--- config.mk ---
export PLATFORM = sky130hd
export DESIGN_NAME = ntpg_useq
export DESIGN_NICKNAME = d
export VERILOG_FILES = /design/src/rtl/ntpg_pkg.sv /design/src/rtl/ntpg_useq.sv
export SDC_FILE = /design/constraint.sdc
export NUM_CORES = 1
export LEC_CHECK = 0
export BUFFER_PORTS_ARGS = -buffer_cell sky130_fd_sc_hd__buf_2
export CAP_MARGIN = 10
export CORE_UTILIZATION = 54
export DETAILED_ROUTE_END_ITERATION = 10
export GPL_ROUTABILITY_DRIVEN = 1
export PLACE_DENSITY = 0.8
export SETUP_SLACK_MARGIN = 0.4
export SYNTH_ARGS = -nofsm -noshare
export SYNTH_HDL_FRONTEND = slang
export SYNTH_SLANG_ARGS = --single-unit
--- constraint.sdc ---
create_clock -name clk -period 3.2 [get_ports clk]
set_clock_uncertainty 0.05 [all_clocks]
set_input_delay 0.96 -clock clk [delete_from_list [all_inputs] [get_ports clk]]
set_output_delay 0.96 -clock clk [all_outputs]
set_load 0.02 [all_outputs]
--- src/rtl/ntpg_pkg.sv ---
`timescale 1ns / 1ps
`default_nettype none

package ntpg_pkg;

	localparam int IDX_W           = 12;
	localparam int VAL_W           = 16;
	localparam int TABLE_DEPTH_DEF = 2048;
	localparam int SEED_COUNT      = 11;
	localparam logic [VAL_W-1:0] FIRST_CAND = 16'd37;

	localparam int UPC_W  = 4;
	localparam int ACT_W  = 4;
	localparam int COND_W = 4;

	// Datapath actions.
	localparam logic [ACT_W-1:0] ACT_NOP         = 4'd0;
	localparam logic [ACT_W-1:0] ACT_ACCEPT      = 4'd1;
	localparam logic [ACT_W-1:0] ACT_READ_IDX    = 4'd2;
	localparam logic [ACT_W-1:0] ACT_LOAD_CAND   = 4'd3;
	localparam logic [ACT_W-1:0] ACT_READ_K      = 4'd4;
	localparam logic [ACT_W-1:0] ACT_LATCH_P     = 4'd5;
	localparam logic [ACT_W-1:0] ACT_SQUARE      = 4'd6;
	localparam logic [ACT_W-1:0] ACT_DIV_INIT    = 4'd7;
	localparam logic [ACT_W-1:0] ACT_DIV_STEP    = 4'd8;
	localparam logic [ACT_W-1:0] ACT_INC_K       = 4'd9;
	localparam logic [ACT_W-1:0] ACT_APPEND      = 4'd10;
	localparam logic [ACT_W-1:0] ACT_RESPOND     = 4'd11;
	localparam logic [ACT_W-1:0] ACT_RESPOND_OOR = 4'd12;

	// Jump conditions.
	localparam logic [COND_W-1:0] CND_NEVER    = 4'd0;
	localparam logic [COND_W-1:0] CND_ALWAYS   = 4'd1;
	localparam logic [COND_W-1:0] CND_NO_IN    = 4'd2;
	localparam logic [COND_W-1:0] CND_OOR      = 4'd3;
	localparam logic [COND_W-1:0] CND_FOUND    = 4'd4;
	localparam logic [COND_W-1:0] CND_K_END    = 4'd5;
	localparam logic [COND_W-1:0] CND_SQ_GT    = 4'd6;
	localparam logic [COND_W-1:0] CND_DIV_BUSY = 4'd7;
	localparam logic [COND_W-1:0] CND_REM_NZ   = 4'd8;
	localparam logic [COND_W-1:0] CND_OUT_FREE = 4'd9;

	// Program steps.
	localparam logic [UPC_W-1:0] S_FETCH  = 4'd0;
	localparam logic [UPC_W-1:0] S_RANGE  = 4'd1;
	localparam logic [UPC_W-1:0] S_LOOK   = 4'd2;
	localparam logic [UPC_W-1:0] S_CAND   = 4'd3;
	localparam logic [UPC_W-1:0] S_RDP    = 4'd4;
	localparam logic [UPC_W-1:0] S_LATCH  = 4'd5;
	localparam logic [UPC_W-1:0] S_SQ     = 4'd6;
	localparam logic [UPC_W-1:0] S_CMP    = 4'd7;
	localparam logic [UPC_W-1:0] S_DIV    = 4'd8;
	localparam logic [UPC_W-1:0] S_TEST   = 4'd9;
	localparam logic [UPC_W-1:0] S_NEXT   = 4'd10;
	localparam logic [UPC_W-1:0] S_APPEND = 4'd11;
	localparam logic [UPC_W-1:0] S_RESP   = 4'd12;
	localparam logic [UPC_W-1:0] S_RHOLD  = 4'd13;
	localparam logic [UPC_W-1:0] S_OOR    = 4'd14;
	localparam logic [UPC_W-1:0] S_OHOLD  = 4'd15;

	typedef struct packed {
		logic [ACT_W-1:0]  act;
		logic [COND_W-1:0] cond;
		logic [UPC_W-1:0]  target;
	} ucode_t;

	typedef struct packed {
		logic no_in;
		logic oor;
		logic found;
		logic k_end;
		logic sq_gt;
		logic div_busy;
		logic rem_nz;
		logic out_free;
	} status_t;

	function automatic ucode_t ucode_rom(input logic [UPC_W-1:0] upc);
		ucode_t w;
		unique case (upc)
			S_FETCH:  w = '{ACT_ACCEPT,      CND_NO_IN,    S_FETCH};
			S_RANGE:  w = '{ACT_NOP,         CND_OOR,      S_OOR};
			S_LOOK:   w = '{ACT_READ_IDX,    CND_FOUND,    S_RESP};
			S_CAND:   w = '{ACT_LOAD_CAND,   CND_NEVER,    S_FETCH};
			S_RDP:    w = '{ACT_READ_K,      CND_K_END,    S_APPEND};
			S_LATCH:  w = '{ACT_LATCH_P,     CND_NEVER,    S_FETCH};
			S_SQ:     w = '{ACT_SQUARE,      CND_NEVER,    S_FETCH};
			S_CMP:    w = '{ACT_DIV_INIT,    CND_SQ_GT,    S_APPEND};
			S_DIV:    w = '{ACT_DIV_STEP,    CND_DIV_BUSY, S_DIV};
			S_TEST:   w = '{ACT_INC_K,       CND_REM_NZ,   S_RDP};
			S_NEXT:   w = '{ACT_NOP,         CND_ALWAYS,   S_CAND};
			S_APPEND: w = '{ACT_APPEND,      CND_ALWAYS,   S_LOOK};
			S_RESP:   w = '{ACT_RESPOND,     CND_OUT_FREE, S_FETCH};
			S_RHOLD:  w = '{ACT_NOP,         CND_ALWAYS,   S_RESP};
			S_OOR:    w = '{ACT_RESPOND_OOR, CND_OUT_FREE, S_FETCH};
			S_OHOLD:  w = '{ACT_NOP,         CND_ALWAYS,   S_OOR};
			default:  w = '{ACT_NOP,         CND_ALWAYS,   S_FETCH};
		endcase
		return w;
	endfunction

	function automatic logic [VAL_W-1:0] seed_prime(input logic [3:0] k);
		logic [VAL_W-1:0] v;
		unique case (k)
			4'd0:    v = 16'd2;
			4'd1:    v = 16'd3;
			4'd2:    v = 16'd5;
			4'd3:    v = 16'd7;
			4'd4:    v = 16'd11;
			4'd5:    v = 16'd13;
			4'd6:    v = 16'd17;
			4'd7:    v = 16'd19;
			4'd8:    v = 16'd23;
			4'd9:    v = 16'd29;
			4'd10:   v = 16'd31;
			default: v = '0;
		endcase
		return v;
	endfunction

endpackage

`default_nettype wire

--- src/rtl/ntpg_useq.sv ---
`timescale 1ns / 1ps
`default_nettype none

module ntpg_useq
	import ntpg_pkg::*;
(
	input  wire logic             clk,
	input  wire logic             arst_n,
	input  wire status_t          status,
	output logic [ACT_W-1:0]      act
);

	logic [UPC_W-1:0] upc_q;
	ucode_t           word;
	logic             take;

	assign word = ucode_rom(upc_q);
	assign act  = word.act;

	always_comb begin
		unique case (word.cond)
			CND_NEVER:    take = 1'b0;
			CND_ALWAYS:   take = 1'b1;
			CND_NO_IN:    take = status.no_in;
			CND_OOR:      take = status.oor;
			CND_FOUND:    take = status.found;
			CND_K_END:    take = status.k_end;
			CND_SQ_GT:    take = status.sq_gt;
			CND_DIV_BUSY: take = status.div_busy;
			CND_REM_NZ:   take = status.rem_nz;
			CND_OUT_FREE: take = status.out_free;
			default:      take = 1'b1;
		endcase
	end

	always_ff @(posedge clk or negedge arst_n) begin
		if (!arst_n) begin
			upc_q <= S_FETCH;
		end else if (take) begin
			upc_q <= word.target;
		end else begin
			upc_q <= upc_q + 1'b1;
		end
	end

endmodule

`default_nettype wire

==> key figures <==
CTS
  • CTS tree: done
  • CTS Root Cell: clkbuf_4
  • Max H-tree Level: 1
  • Worst skew pair latency: between 0.2 and 0.25 ns
  • Maximum clock path buffer count: 2
  • CTS Sinks: 4
  • TritonCTS Buffers: 3
  • Clock slew seen by the registers of the worst setup and hold paths: 0.04 ns
  • Cts hold-fix bufs: 0

STA
  • Unrepaired setup endpoints after global routing: no
  • Final hold violations: 0
  • Worst Max-Slew Pin Slew: around 0.52 ns
  • Slew Viols, Final: 0
  • Final setup violation count: 0
  • Fmax: between 300 and 400 MHz
  • Fin crit period: ~2.7 ns
  • Final period util: 0.840
  • Relative slew slack: 0.650
  • Setup TNS: 0 ns

Synthesis
  • Post-Synthesis Cells: 90
  • Syn Nets: roughly 110
  • Post-synthesis mux area share: 0.0854
  • Post-synth top area share: 0.131
  • Top FF cell, synth: dfrtp_1
  • Post-synth ARST share: 1.00
  • Post-synth EDFFs: 0
  • Synth Register Bits: 4
  • Leading area contributor after synthesis: dfrtp_1
  • Simple-gate share of the synthesized area: 0.261
  • Yosys warns: 0
  • Synth Area in Adders: 0.115
  • Synth Area per Inst: 8.47 um2
  • Sequential area share after synthesis: 0.131
  • Netlist cell types: 45
  • Xor/xnor share of the synthesized area: 0.0230
  • Compound-gate portion of the synthesized area: 0.304
  • Largest family of logic cells by synthesized area: compound AO/OA/AOI/OAI gates
  • Post-Syn Area: 762 um2
  • Ranking of synthesized cells by area: dfrtp_1 (13%), ha_1 (11%), mux2i_1 (6.6%)

Global route
  • Antenna violations before repair: 0
  • Grt ovf: 0
  • GR Util All Layers: 0.236
  • Vias in the first global route: 619
  • First-pass GRT wire length: between 2 and 3 mm
  • Largest net degree at the start of global routing: 15

Critical path
  • Critical path's slowest cell: dfrtp_2
  • CP cell instances: inv_1 > ha_2 > nor2_1 > a211oi_1 > a21oi_1 > buf_2
  • CP Max Fanout: 6
  • Critical path data arrival time: roughly 1.7 ns
  • CP startpoint kind: register
  • Crit end category: output port
  • CP bufs+invs: 2
  • CP top delay family: flip-flops
  • CP required: ~2.2 ns
  • Crit path kind: reg2out
  • Crit path largest cell delay: approximately 0.44 ns

Die
  • Number of cell rows: 13
  • I/O pin count: 14
  • Core footprint: 1300 um2
  • Starting Density: 0.586
  • Die height: 39.6 um
  • Die X: about 40 um
  • Die footprint: between 1500 and 2000 um2

Final layout
  • Most frequent cells in the layout: buf_2 (13), nand2_1 (8), buf_4 (8)
  • Fill cell count: between 100 and 150
  • Largest Register: upc_q
  • # diodes: 0
  • Max FFs per register: 4
  • Fin nets: between 100 and 150
  • Multi-input logic area: 613 um2
  • Largest regs: upc_q (4)
  • FF/Latch Area: 103 um2
  • Commonest non-fill, non-tap cell in the layout: buf_2
  • Syn-to-layout area delta: 18.2%
  • Share of cells above drive strength 1: 0.358

Detailed routing
  • Detailed-route wire length: approximately 1.8 mm
  • DR pass1 iterations: 4
  • DR iter-0 viols: 13
  • Vias per inst: 5.95
  • Residual DRC count: 0
  • Vias: about 740
  • Detail Route Antenna Nets: 0
  • DR WL/cell: 14.1 um

Placed design
  • DP Wirelength: about 1.3 mm
  • PortBufs: 13
  • GP Congestion: a little under 0.8

Run status
  • Status: completed

Hold path
  • Tightest Hold Check Type: in2async

Job
  • Max Cap Viol: 0
==> routing by layer <==
metal	share of wire	GRT usage	vias to the layer above	wire length, um
met5	0	0	-	0
met4	0.0057	0.0172	0	10
met3	0.033	0.0739	2	58
met2	0.51	0.447	17	889
met1	0.45	0.260	345	793
li1	-	-	374	-
==> stage by stage <==
stage | hold slack [ns] | instance area, um2 | util | std cells | setup WS [ns]
2_1_floorplan | 0.591 | 762 | - | 90 | 0.522
4_1_cts | 0.466 | 857 | 0.659 | 120 | 0.452
6_report | 0.472 | 901 | 0.692 | 124 | 0.512
3_3_place_gp | 0.655 | 818 | 0.629 | 115 | 0.382
5_1_grt | 0.468 | 901 | 0.692 | 124 | 0.421
3_5_place_dp | 0.659 | 818 | 0.629 | 115 | 0.281
==> worst paths after layout <==
path | start | to | slack [ns] | cells past startpoint
worst max-delay path | upc_q[1]$_DFFE_PN0P_ | act[0] | 0.51 | 6
worst min-delay path | arst_n | upc_q[2]$_DFF_PN0_ | 0.47 | 1
worst max register to register | upc_q[1]$_DFFE_PN0P_ | upc_q[3]$_DFF_PN0_ | 0.55 | 9
worst min register to register | upc_q[0]$_DFF_PN0_ | upc_q[0]$_DFF_PN0_ | 0.60 | 2
max in group asynchronous | arst_n | upc_q[0]$_DFF_PN0_ | 2.49 | 1
min in group clk | upc_q[0]$_DFF_PN0_ | upc_q[0]$_DFF_PN0_ | 0.60 | 2
==> Yosys cell counts (2+ instances only) <==
| master | instances |
|---|---|
| o21ai_1 | 2 |
| dfrtp_1 | 4 |
| mux2i_1 | 5 |
| nor2b_1 | 2 |
| nand2b_1 | 3 |
| a31oi_1 | 2 |
| nand3_1 | 2 |
| ha_1 | 7 |
| nor2_1 | 4 |
| nor3_1 | 2 |
| buf_6 | 3 |
| a21boi_0 | 2 |
| inv_1 | 5 |
| nand2_1 | 8 |
| o211ai_1 | 4 |
| a211oi_1 | 2 |
| a21oi_1 | 5 |
==> kinds of logic (layout without fill, tap and decap cells) <==
family,Yosys count,after routing
AOI/OAI and AO/OA,28,28
xor gates and xnor gates,2,2
adders and majority gates,7,7
buffers and inverters,10,29
DFF,4,4
muxes,6,6
and+or+nand+nor,33,33
==> final cells by class <==
cell class,count,share of cell area
clock buffers,3,0.0250
inverters,5,0.0208
repair buffers,21,0.139
multi-input cells,76,0.681
well taps,15,0.0208
flip-flops and latches,4,0.114
==> what timing repair did <==
| item | in CTS | in global routing |
|---|---|---|
| cloned | 0 | 0 |
| gates resized for setup | 1 | 4 |
| pin swaps | 1 | 1 |
| endpoints found under the hold margin | 0 | 0 |
| endpoints found under the setup margin | 2 | 5 |
| buffers inserted | 2 | 4 |
Power is left out: the tool's default activity adds up to more than one toggle a clock period on the data nets, which glitch-free logic cannot reach.
